--- src/rtl/qabd_pkg.sv ---
// ----------------------------------------------------------------------------
// qabd_pkg
// Shared types and constants of the quantized anchor box decoder.
// ----------------------------------------------------------------------------
package qabd_pkg;

  // configuration of the detection head
  localparam int ClassCount  = 80;
  localparam int AnchorCount = 3;

  // field widths
  localparam int ValW      = 8;
  localparam int ChW       = 7;
  localparam int CoordW    = 8;
  localparam int AnchorW   = 2;
  localparam int BoxW      = 24;
  localparam int ScoreW    = 32;
  localparam int ClassW    = 7;
  localparam int ScaleW    = 24;
  localparam int StrideW   = 11;
  localparam int AnchorPxW = 16;
  localparam int PackW     = 3 * AnchorPxW;
  localparam int CfgIdxW   = 3;
  localparam int CfgDataW  = PackW;

  // channel layout of one cell
  localparam int ConfChannel = 4;
  localparam int FirstClass  = 5;

  // configuration register indexes
  typedef enum logic [CfgIdxW-1:0] {
    CfgZeroPoint     = 3'd0,
    CfgScale         = 3'd1,
    CfgConfThreshold = 3'd2,
    CfgStride        = 3'd3,
    CfgAnchorWidths  = 3'd4,
    CfgAnchorHeights = 3'd5
  } cfg_idx_e;

  // one input beat
  typedef struct packed {
    logic [AnchorW-1:0]     anchor;
    logic [CoordW-1:0]      row;
    logic [CoordW-1:0]      col;
    logic [ChW-1:0]         channel;
    logic signed [ValW-1:0] element_value;
  } elem_t;

  // one detection beat
  typedef struct packed {
    logic signed [BoxW-1:0]   box_left;
    logic signed [BoxW-1:0]   box_top;
    logic signed [BoxW-1:0]   box_width;
    logic signed [BoxW-1:0]   box_height;
    logic [ClassW-1:0]        class_id;
    logic signed [ScoreW-1:0] score;
  } det_t;

  // controller to datapath
  typedef struct packed {
    logic take;
    logic deq;
    logic prep;
    logic mul;
    logic prod;
    logic sum;
    logic load_out;
  } cmd_t;

  // datapath to controller
  typedef struct packed {
    logic hit;
  } stat_t;

endpackage

--- src/rtl/qabd_ctrl.sv ---
// ----------------------------------------------------------------------------
// qabd_ctrl
// Sequencer: accepts elements, steps the decode stages, owns the output valid.
// ----------------------------------------------------------------------------
module qabd_ctrl (
  input  logic            clk_i,
  input  logic            rst_ni,
  input  logic            in_valid_i,
  output logic            in_ready_o,
  output logic            out_valid_o,
  input  logic            out_ready_i,
  input  qabd_pkg::stat_t stat_i,
  output qabd_pkg::cmd_t  cmd_o
);
  import qabd_pkg::*;

  typedef enum logic [6:0] {
    StIdle = 7'b0000001,
    StDeq  = 7'b0000010,
    StPrep = 7'b0000100,
    StMul  = 7'b0001000,
    StProd = 7'b0010000,
    StSum  = 7'b0100000,
    StOut  = 7'b1000000
  } state_e;

  state_e state_q, state_d;
  logic   out_valid_q, out_valid_d;
  logic   take;
  logic   load_out;

  assign in_ready_o  = (state_q == StIdle);
  assign take        = in_valid_i & in_ready_o;
  assign out_valid_o = out_valid_q;

  // output slot is free when empty or drained this cycle
  assign load_out = (state_q == StOut) & (~out_valid_q | out_ready_i);

  // next state
  always_comb begin
    state_d = state_q;
    unique case (state_q)
      StIdle: if (take && stat_i.hit) state_d = StDeq;
      StDeq:  state_d = StPrep;
      StPrep: state_d = StMul;
      StMul:  state_d = StProd;
      StProd: state_d = StSum;
      StSum:  state_d = StOut;
      StOut:  if (load_out) state_d = StIdle;
      default: state_d = StIdle;
    endcase
  end

  // output beat valid
  always_comb begin
    out_valid_d = out_valid_q;
    if (out_valid_q && out_ready_i) out_valid_d = 1'b0;
    if (load_out) out_valid_d = 1'b1;
  end

  // commands
  always_comb begin
    cmd_o.take     = take;
    cmd_o.deq      = (state_q == StDeq);
    cmd_o.prep     = (state_q == StPrep);
    cmd_o.mul      = (state_q == StMul);
    cmd_o.prod     = (state_q == StProd);
    cmd_o.sum      = (state_q == StSum);
    cmd_o.load_out = load_out;
  end

  always_ff @(posedge clk_i or negedge rst_ni) begin
    if (!rst_ni) begin
      state_q     <= StIdle;
      out_valid_q <= 1'b0;
    end else begin
      state_q     <= state_d;
      out_valid_q <= out_valid_d;
    end
  end

endmodule

--- config.mk ---
export PLATFORM = sky130hd
export DESIGN_NAME = qabd_ctrl
export DESIGN_NICKNAME = d
export VERILOG_FILES = /design/src/rtl/qabd_pkg.sv /design/src/rtl/qabd_ctrl.sv
export SDC_FILE = /design/constraint.sdc
export NUM_CORES = 1
export LEC_CHECK = 0
export ABC_AREA = 1
export BUFFER_PORTS_ARGS = -buffer_cell sky130_fd_sc_hd__buf_2
export CAP_MARGIN = 25
export CELL_PAD_IN_SITES_DETAIL_PLACEMENT = 1
export CELL_PAD_IN_SITES_GLOBAL_PLACEMENT = 2
export CORE_MARGIN = 2
export CORE_UTILIZATION = 23
export DETAILED_ROUTE_END_ITERATION = 10
export GPL_TIMING_DRIVEN = 0
export PLACE_DENSITY = 0.73
export SYNTH_ARGS = -nofsm -noshare
export SYNTH_HDL_FRONTEND = slang
export SYNTH_SLANG_ARGS = --single-unit
--- constraint.sdc ---
create_clock -name clk_i -period 1.2 [get_ports clk_i]
set_input_delay 0.18 -clock clk_i [delete_from_list [all_inputs] [get_ports clk_i]]
set_output_delay 0.18 -clock clk_i [all_outputs]
set_load 0.02 [all_outputs]
==> metrics.yaml, run 1 <==
timing:
  min_period_ns: 1.50
  finClkSkew_ns: 0.00874
  rsz0062_at_grt: "yes"
  setup_tns_ns: -2.38
  final-hold-violation-count: 0
  relSlewSlack_pct: 85.5
  setup_violations: 10
  tightest_slew_ns: 0.215
  min_period_over_period_pct: 125
  fmax_mhz: 665
  final_max_slew_viol_count: 0
  finalWorstSetupSlack_ns: -0.303
grt:
  antenna_found_initial: 0
  grtUsageTotal_pct: 11.9
  grt_pass1_vias: 499
  grt-ovfl-total: 0
  grt_pass1_wl_mm: 2.15
  grt_max_degree: 9
layout:
  syn2layout_area_growth_pct: 65.9
  layout-drive-gt1-share_pct: 57.3
  fin_nets: 102
  diodes: 0
  instances_no_fill: 123
critical_path:
  reg2reg_depth: 10
  cp-end-kind: "output port"
  worst-endpoint-arrival_ns: 1.32
  crit_start: "state_q[5]"
  start_kind: "register"
  r2r_slack_ns: -0.14
  r2r-start: "state_q[5]"
  path_class: "register to output port"
  crit_fanout: 4
  cp_data_required_time_ns: 1.02
  r2r-end: "state_q[0]"
die:
  die_h_um: 49.7
  start_util_pct: 24.5
  coreArea_sq_um: 1960
  die_w_um: 49.7
  die-area_sq_um: 2470
  ios: 14
  rows: 16
yosys:
  avgSynthCellArea_sq_um: 7.17
  synth_fp_nets: 72
  synth_area_sq_um: 480
  yosysSeqAreaShare_pct: 41.9
  synth.distinct_cells: 16
  ys_seq_elements: 8
  netlist_instances: 67
  yosysWarnings: 0
power:
  vdd_ir_drop_max_uv: 564
  p_leak_nw: 0.480
  sw_frac_of_total_pct: 39.3
  p_seq_share_pct: 27.6
  p_sw_mw: 0.480
  clkPwrFrac_pct: 19.1
  p_int_mw: 0.741
  combPwrFrac_pct: 53.3
  pwr_density_cell_nw_per_um2: 1530
clock_tree:
  clock_sinks: 8
  cts_tree: "done"
  clkTransAtPathRegs_ns: 0.06
  cts_made_buffers: 3
  h-tree-depth: 1
  cts-root-buf: "clkbuf_4"
  clk_path_buf_depth: 2
  clkLatencyLatePin_ns: 0.26
place:
  place_hpwl_um: 895
  portBuffers: 13
  routabilityCongestion: 0.709
  dp_cells: 107
min_path:
  holdPathStages: 2
  hold_path_class: "input port to register"
  min_to: "out_valid_o"
  holdCritStartpoint: "out_ready_i"
run_status:
  violations: "negative setup slack"
  outcome: "complete, but fails checks"
route:
  vias: 506
  antenna_left: 0
  wl_per_cell_um: 10.5
  drt_iter0_markers: 9
  drt_pass1_iterations: 4
  drcViolationCount: 0
  via_per_inst: 4.11
  routed_wl_mm: 1.29
run:
  cap_violations: 0
cell usage after synthesis:
cell     instances  area, sq um
nor3b_2          1         12.5
nor2_1           9         33.8
o21ai_0          1         5.00
nor3_1           3         15.0
nor2_4           1         11.3
nand2_2          3         18.8
nor2_2           1         6.26
dfrtp_1          7          175
dfstp_2          1         26.3
buf_4            2         15.0
nand3_1          4         20.0
inv_2            6         22.5
inv_1           11         41.3
nand2_1         15         56.3
nand2_4          1         11.3
nor3_2           1         10.0
how the worst max path moves through the flow:
| stage | end | slack [ns] | cells after the start |
|---|---|---|---|
| final | cmd_o[4] | -0.30 | 7 |
| after global routing | cmd_o[6] | -0.38 | 6 |
| after CTS | cmd_o[6] | -0.32 | 6 |
| after detailed placement | cmd_o[6] | -0.17 | 6 |
| after global placement | cmd_o[6] | -0.17 | 6 |
| after floorplan | cmd_o[6] | 0.007 | 5 |
kinds of logic (layout without fill, tap and decap cells):
family	after synthesis	after routing	share of synthesized area, %
and+or+nand+nor	39	39	40.6
buffers and inverters	19	48	16.4
AOI/OAI and AO/OA	1	1	1.04
DFF	8	8	41.9
layout by cell type (no fill, tap or decap), drive strengths merged:
cell and instances:
buf 26, clkbuf 4, dfrtp 7, dfstp 1
dlygate4sd3 1, inv 17, nand2 19, nand3 4
nor2 11, nor3 4, nor3b 1, o21ai 1
registers in the layout (all words and copies together), names as in the netlist:
register,cells
state_q,7
out_valid_o,1
worst max-delay path, cell delays in order, from the launching register on:
cell     delay (ns)
dfrtp_1        0.40
inv_2          0.10
nand2_4        0.07
nor2_4         0.16
buf_6          0.13
nand2_4        0.05
inv_2          0.06
buf_6          0.10
routing by layer:
layer / up-vias / share of wire [%] / GRT usage, %
met3: 2 / 1.4 / 0.909
li1: 254 / - / -
met4: 0 / 1.1 / 8.33
met1: 241 / 42 / 13.6
met5: - / 0 / 0
met2: 9 / 56 / 20.7
power by group through the flow:
stage | logic, mW | clock network, mW | registers [mW]
floorplan | 0.335 | 0 | 0.340
global placement | 0.436 | 0 | 0.342
detailed placement | 0.439 | 0 | 0.342
CTS | 0.592 | 0.241 | 0.337
global route | 0.719 | 0.251 | 0.341
finish | 0.651 | 0.233 | 0.337
area by class of cell:
class / instances / area [sq um]
Multi-Input combinational cell: 40 / 245
Fill cell: 264 / 1160
Timing Repair Buffer: 27 / 226
Clock buffer: 4 / 26.3
Inverter: 17 / 63.8
Sequential cell: 8 / 201
Tap cell: 27 / 33.8
through the flow:
step | hold slack, ns | util [%] | power [mW] | worst slack [ns] | instance area [sq um]
6_report | 0.100 | 40.6 | 1.22 | -0.303 | 797
5_1_grt | 0.108 | 40.6 | 1.31 | -0.378 | 797
4_1_cts | 0.0937 | 38.1 | 1.17 | -0.325 | 748
3_5_place_dp | 0.0366 | 29.5 | 0.782 | -0.175 | 579
3_3_place_gp | 0.0361 | 29.5 | 0.778 | -0.170 | 579
2_1_floorplan | -0.116 | - | 0.675 | 0.00702 | 480
what timing repair did:
item                       CTS  global route
setup endpoints to repair    9            11
cloned                       0             0
resized for setup           25             8
hold buffers                 1             0
setup buffers                8             6
pin swaps                    9            10
hold endpoints to repair     8             0
(Power assumes the default switching activity.)
==> inputs of run 2 (changes only) <==
--- a/config.mk
+++ b/config.mk
@@ -11,10 +11,13 @@
 export CELL_PAD_IN_SITES_DETAIL_PLACEMENT = 1
 export CELL_PAD_IN_SITES_GLOBAL_PLACEMENT = 2
 export CORE_MARGIN = 2
-export CORE_UTILIZATION = 23
+export CORE_UTILIZATION = 25
+export CTS_BUF_LIST = sky130_fd_sc_hd__clkbuf_8
 export DETAILED_ROUTE_END_ITERATION = 10
 export GPL_TIMING_DRIVEN = 0
-export PLACE_DENSITY = 0.73
+export HOLD_SLACK_MARGIN = 0.06
+export PLACE_DENSITY = 0.78
+export SLEW_MARGIN = 20
 export SYNTH_ARGS = -nofsm -noshare
 export SYNTH_HDL_FRONTEND = slang
 export SYNTH_SLANG_ARGS = --single-unit
==> metrics.yaml, run 2 (synthesis results as in run 1) <==
run_status:
  outcome: "complete, but fails checks"
  violations: "negative setup slack"
critical_path:
  cp_slowest_stage_delay_ns: 0.40  # about the same
  reg2reg_depth: 11  # +1
  path_class: "register to output port"
  cp_slowest_cell: "dfrtp_1"
  worst-endpoint-arrival_ns: 1.30  # -0.02 ns
  cp_cell_sequence: "inv_2 > nand2_4 > nor2_4 > nand2_2 > buf_6 > inv_2 > buf_6"
  crit_family: "flip-flops"
  cp_data_required_time_ns: 1.02  # about the same
  cp_num_buf_inv: 4  # unchanged
  crit_fanout: 4  # unchanged
  cp-end-kind: "output port"
  cp_num_cells: 7  # unchanged
  start_kind: "register"
grt:
  grt-ovfl-total: 0  # unchanged
  grt_pass1_wl_mm: 2.01  # -6.7%
  grt_pass1_vias: 453  # -9.2%
  antenna_found_initial: 0  # unchanged
  grt_max_degree: 9  # unchanged
  grtUsageTotal_pct: 13.8  # +2.0 points
clock_tree:
  clk_path_buf_depth: 2  # unchanged
  cts_made_buffers: 3  # unchanged
  cts-root-buf: "clkbuf_8"
  clock_sinks: 8  # unchanged
  h-tree-depth: 1  # unchanged
  clkLatencyLatePin_ns: 0.23  # -0.03 ns
  cts_tree: "done"
  clkTransAtPathRegs_ns: 0.04  # -0.02 ns
timing:
  fmax_mhz: 675  # +1.5%
  rsz0062_at_grt: "yes"
  tightest_slew_ns: 0.254  # +0.0392 ns
  setup_violations: 11  # +1
  final_max_slew_viol_count: 0  # unchanged
  relSlewSlack_pct: 82.9  # -2.6 points
  finalWorstSetupSlack_ns: -0.281  # +0.0224 ns
  finClkSkew_ns: 0.00388  # -0.00486 ns
  min_period_over_period_pct: 123  # -1.9 points
  setup_tns_ns: -2.24  # +0.146 ns
  min_period_ns: 1.48  # -0.0224 ns
  final-hold-violation-count: 0  # unchanged
run:
  cap_violations: 0  # unchanged
layout:
  regArea_sq_um: 203  # +0.62%
  final_cell_mix: "10 x inv_2, 10 x buf_4, 10 x buf_6"
  syn2layout_area_growth_pct: 69.8
  layout-drive-gt1-share_pct: 62.1  # +4.8 points
  diodes: 0  # unchanged
  multi_input_area_sq_um: 250  # +2.0%
  final_util_pct: 46.2  # +5.6 points
  fin_nets: 101  # -0.98%
  fillers: 226  # -14%
  largest_register_ffs: 7  # unchanged
  largest-register: "state_q"
power:
  p_leak_nw: 0.478  # -0.38%
  vdd_ir_drop_max_uv: 950  # +69%
  pwr_density_cell_nw_per_um2: 1720  # +12%
route:
  drt_iter0_markers: 3  # -6
  drt_pass1_iterations: 4  # unchanged
  top_layer_used: "met4"
  wl_per_cell_um: 11.6  # +11%
  wl_met3_um: 44  # +140%
  vias: 502  # -0.79%
  antenna_left: 0  # unchanged
  routed_wl_mm: 1.39  # +7.9%
  drcViolationCount: 0  # unchanged
  wl_met2_um: 767  # +7.0%
  wl_met1_um: 525  # -1.9%
  via_per_inst: 4.18  # +1.7%
die:
  die_w_um: 47.8  # -3.8%
  die_h_um: 47.8  # -3.8%
  die-area_sq_um: 2290  # -7.4%
  coreArea_sq_um: 1760  # -10%
  start_util_pct: 27.2  # +2.7 points
  rows: 15  # -1
  ios: 14  # unchanged
place:
  place_hpwl_um: 815  # -8.9%
  routabilityCongestion: 0.689  # -2.8%
  portBuffers: 13  # unchanged
min_path:
  hold_path_class: "input port to register"
  holdPathStages: 2  # unchanged
-- run 2: cell count changes in the layout (fill, tap and decap cells not counted), sizes merged --
cell    before  now
inv         17   18
clkbuf       4    3
buf         26   25
-- run 2: path summary, 6_finish.rpt --
| path | end | start | slack (ns) |
|---|---|---|---|
| max | in_ready_o | state_q[4] | -0.28 |
| min | out_valid_o | out_ready_i | 0.14 |
| max reg2reg | state_q[0] | state_q[4] | -0.20 |
| min reg2reg | out_valid_o | out_valid_o | 0.56 |
| max in group asynchronous | state_q[0] | rst_ni | 0.64 |
| min in group asynchronous | state_q[1] | rst_ni | 0.32 |
-- run 2: layout make-up --
cell class	instances	area share, %
flip-flops and latches	8	24.8
well taps	25	3.83
clock inverters	1	0.460
multi-input cells	40	30.7
inverters	17	7.82
clock buffers	3	5.06
repair buffers	26	27.3
-- run 2: what timing repair did --
action	CTS	global route
hold buffers	1	0
setup buffers	8	4
setup endpoints to repair	9	10
pin swaps	9	7
gates resized for setup	31	7
endpoints found under the hold margin	8	0
-- run 2: stage by stage --
step | hold WS [ns] | setup slack (ns) | instances | cell area (sq um) | power (mW)
after floorplan | -0.116 | 0.00702 | 67 | 480 | 0.675
after global placement | 0.0343 | -0.162 | 105 | 577 | 0.773
after detailed placement | 0.0320 | -0.184 | 105 | 577 | 0.775
after CTS | 0.137 | -0.279 | 116 | 764 | 1.35
after global routing | 0.152 | -0.356 | 120 | 816 | 1.50
final | 0.143 | -0.281 | 120 | 816 | 1.40
-- run 2: report_power, final --
part | switching, mW | internal (mW)
Combinational | 0.377 | 0.335
Clock | 0.121 | 0.223
Sequential | 0.0274 | 0.318
-- run 2: metal layers --
layer,vias to the layer above,GRT usage [%]
met2,11,22.7
met5,-,0
met3,5,1.51
li1,251,-
met4,0,13.0
met1,235,15.3
==> inputs of run 3 (changes only) <==
--- a/config.mk
+++ b/config.mk
@@ -5,18 +5,18 @@
 export SDC_FILE = /design/constraint.sdc
 export NUM_CORES = 1
 export LEC_CHECK = 0
-export ABC_AREA = 1
+export ABC_AREA = 0
 export BUFFER_PORTS_ARGS = -buffer_cell sky130_fd_sc_hd__buf_2
-export CAP_MARGIN = 25
+export CAP_MARGIN = 40
 export CELL_PAD_IN_SITES_DETAIL_PLACEMENT = 1
 export CELL_PAD_IN_SITES_GLOBAL_PLACEMENT = 2
 export CORE_MARGIN = 2
-export CORE_UTILIZATION = 25
+export CORE_UTILIZATION = 31
 export CTS_BUF_LIST = sky130_fd_sc_hd__clkbuf_8
 export DETAILED_ROUTE_END_ITERATION = 10
 export GPL_TIMING_DRIVEN = 0
 export HOLD_SLACK_MARGIN = 0.06
-export PLACE_DENSITY = 0.78
+export PLACE_DENSITY = 0.8
 export SLEW_MARGIN = 20
 export SYNTH_ARGS = -nofsm -noshare
 export SYNTH_HDL_FRONTEND = slang
==> constraint.sdc (replaced) <==
create_clock -name clk_i -period 1.5 [get_ports clk_i]
set_input_delay 0.225 -clock clk_i [delete_from_list [all_inputs] [get_ports clk_i]]
set_output_delay 0.225 -clock clk_i [all_outputs]
set_load 0.02 [all_outputs]
==> metrics.yaml, run 3 <==
run_status:
  outcome: "complete, but fails checks"
  violations: "negative setup slack"
timing:
  setup_tns_ns: -1.24  # +0.998 ns
  fin_hold_ws_ns: 0.254  # +0.111 ns
  setup_violations: 9  # -2
  finalWorstSetupSlack_ns: -0.194  # +0.0871 ns
  final-hold-violation-count: 0  # unchanged
  fmax_mhz: 590
  relSlewSlack_pct: 85.6  # +2.7 points
  final_max_slew_viol_count: 0  # unchanged
  finClkSkew_ns: 0.0158  # +0.0119 ns
  min_period_over_period_pct: 113
  min_period_ns: 1.69
  rsz0062_at_grt: "yes"
  tightest_slew_ns: 0.215  # -0.0399 ns
place:
  dpl_worst_slack_ns: -0.132  # +0.0521 ns
  dp_cells: 73  # -30%
  place_hpwl_um: 708  # -13%
  portBuffers: 13  # unchanged
  routabilityCongestion: 0.678  # -1.7%
  dpl_cell_area_sq_um: 573  # -0.65%
min_path:
  hold_path_class: "input port to register"
power:
  p_seq_share_pct: 25.4  # +0.7 points
  combPwrFrac_pct: 49.4  # -1.4 points
  clkPwrFrac_pct: 25.2  # +0.7 points
  total_power_mw: 1.16  # -17%
  p_int_mw: 0.760  # -13%
  p_leak_nw: 0.417  # -13%
  sw_frac_of_total_pct: 34.6  # -2.9 points
  vdd_ir_drop_max_uv: 731  # -23%
  p_sw_mw: 0.401  # -24%
  pwr_density_cell_nw_per_um2: 1400  # -19%
critical_path:
  path_class: "register to output port"
  crit_top_cell: "buf_6"
  start_kind: "register"
  crit_fanout: 3  # -1
  crit_family: "flip-flops"
  cp_data_required_time_ns: 1.27  # +0.25 ns
  cp-end-kind: "output port"
  cp_cell_sequence: "nor3_4 > buf_6 > buf_6 > and4_4 > buf_6"
  worst-endpoint-arrival_ns: 1.47  # +0.17 ns
  cp_num_buf_inv: 3  # -1
  cp_slowest_cell: "dfrtp_2"
  cp_slowest_stage_delay_ns: 0.45  # +0.05 ns
layout:
  largest_register_ffs: 7  # unchanged
  regArea_sq_um: 208  # +2.5%
  multi_input_area_sq_um: 297  # +18%
  fin_nets: 83  # -18%
  final_util_pct: 56.4  # +10 points
  final_cell_mix: "16 x buf_4, 9 x buf_6, 5 x buf_2, 5 x dfrtp_2"
  layout-drive-gt1-share_pct: 71.4  # +9.3 points
  largest-register: "state_q"
  syn2layout_area_growth_pct: 73.6
  diodes: 0  # unchanged
  fin_area_sq_um: 830  # +1.7%
  layout_commonest_cell: "buf_4"
  instances_no_fill: 93  # -23%
  fillers: 172  # -24%
die:
  start_util_pct: 32.5  # +5.2 points
  ios: 14  # unchanged
  coreArea_sq_um: 1470  # -17%
  die_h_um: 43.3  # -9.6%
  die_w_um: 43.3  # -9.6%
  rows: 14  # -1
  die-area_sq_um: 1870  # -18%
route:
  routed_wl_mm: 1.55  # +12%
  vias: 459  # -8.6%
  antenna_left: 0  # unchanged
  drcViolationCount: 0  # unchanged
  wl_per_cell_um: 16.7  # +44%
  via_per_inst: 4.94  # +18%
  drt_pass1_iterations: 4  # unchanged
  drt_iter0_markers: 2  # -1
yosys:
  synth_top_area_share_pct: 36.6  # +0.19 points
  synth.distinct_cells: 22  # +6
  avgSynthCellArea_sq_um: 10.9  # +51%
  synth_common_cells: "7 x dfrtp_1, 4 x nand2_1, 4 x nor2_1, 4 x nor3b_1"
  netlist_instances: 44  # -34%
  synth_ff_type: "dfrtp_1"
  yosysWarnings: 0  # unchanged
  yosysSeqAreaShare_pct: 42.1  # +0.22 points
  synth_edf_count: 0  # unchanged
  synth_area_sq_um: 478  # -0.52%
  yosysTopAreaCell: "dfrtp_1"
  synthTopCellsByArea: "dfrtp_1 37%, and4_2 6.3%, nor3b_1 6.3%, dfstp_2 5.5%, nor4_4 4.5%"
  synth_fp_nets: 49  # -32%
  ys_seq_elements: 8  # unchanged
  synthMostInstantiatedCell: "dfrtp_1"
  async_flop_share_pct: 100  # unchanged
grt:
  grt-ovfl-total: 0  # unchanged
  grtUsageTotal_pct: 20.6  # +6.8 points
  grt_pass1_wl_mm: 2.48  # +23%
  grt_pass1_vias: 470  # +3.8%
  antenna_found_initial: 0  # unchanged
  grt_max_degree: 9  # unchanged
clock_tree:
  cts_tree: "done"
  clkLatencyLatePin_ns: 0.25  # +0.02 ns
  clk_path_buf_depth: 2  # unchanged
  clock_sinks: 8  # unchanged
  h-tree-depth: 1  # unchanged
  cts_made_buffers: 3  # unchanged
  cts-root-buf: "clkbuf_8"
  clkTransAtPathRegs_ns: 0.06  # +0.02 ns
run:
  cap_violations: 0  # unchanged
-- run 3: cell families after synthesis --
| group | count (synthesis) | share of synthesized area (%) |
|---|---|---|
| flip-flops | 8 | 42.1 |
| XOR/XNOR | 1 | 1.83 |
| buffers and inverters | 3 | 3.93 |
| AO/OA/AOI/OAI | 4 | 7.85 |
| AND/OR/NAND/NOR | 28 | 44.2 |
-- run 3: layer usage --
metal | part of all wire [%] | up-vias | wire (um) | global-route usage, %
met5 | 0 | - | 0 | 0
met3 | 4.6 | 5 | 72 | 11.5
met4 | 3.1 | 0 | 48 | 12.7
li1 | - | 225 | - | -
met1 | 46 | 219 | 714 | 24.7
met2 | 46 | 10 | 715 | 28.1
-- run 3: area by class of cell --
type                            count  share of cell area [%]
Clock buffer                        3                    4.98
Clock inverter                      1                   0.452
Inverter                            1                   0.452
Multi-Input combinational cell     33                    35.7
Sequential cell                     8                    25.0
Tap cell                           16                    2.41
Timing Repair Buffer               31                    30.9
-- run 3: worst paths after layout --
kind                            start         end  slack [ns]  cells past startpoint
max                        state_q[4]    cmd_o[4]       -0.19                      5
max in group asynchronous      rst_ni  state_q[0]        0.88                      2
min                            stat_i  state_q[1]        0.25                      2
min reg2reg                state_q[1]  state_q[4]        0.66                      3
min in group asynchronous      rst_ni  state_q[4]        0.36                      2
max reg2reg                state_q[4]  state_q[0]           0                      7
-- run 3: power by group through the flow --
stage          Sequential [mW]  Combinational [mW]  Clock (mW)
2_1_floorplan            0.285               0.234           0
3_3_place_gp             0.292               0.300           0
3_5_place_dp             0.292               0.304           0
4_1_cts                  0.284               0.525       0.286
5_1_grt                  0.298               0.618       0.315
6_report                 0.295               0.574       0.293
-- run 3: what timing repair did --
| action | 4_1_cts | 5_1_grt |
|---|---|---|
| buffers inserted | 13 | 4 |
| gates cloned | 0 | 0 |
| setup endpoints to repair | 8 | 9 |
| pin swaps | 9 | 5 |
| hold buffers | 1 | 0 |
| endpoints found under the hold margin | 8 | 0 |
| resized for setup | 25 | 6 |
-- run 3: worst reg2reg max path: stages, from the launching register on --
cell and delay, ns:
dfrtp_2 0.45, nor3_4 0.23, buf_6 0.14, buf_6 0.09, buf_4 0.09, buf_4 0.09, o2111ai_1 0.11, a22o_1 0.22
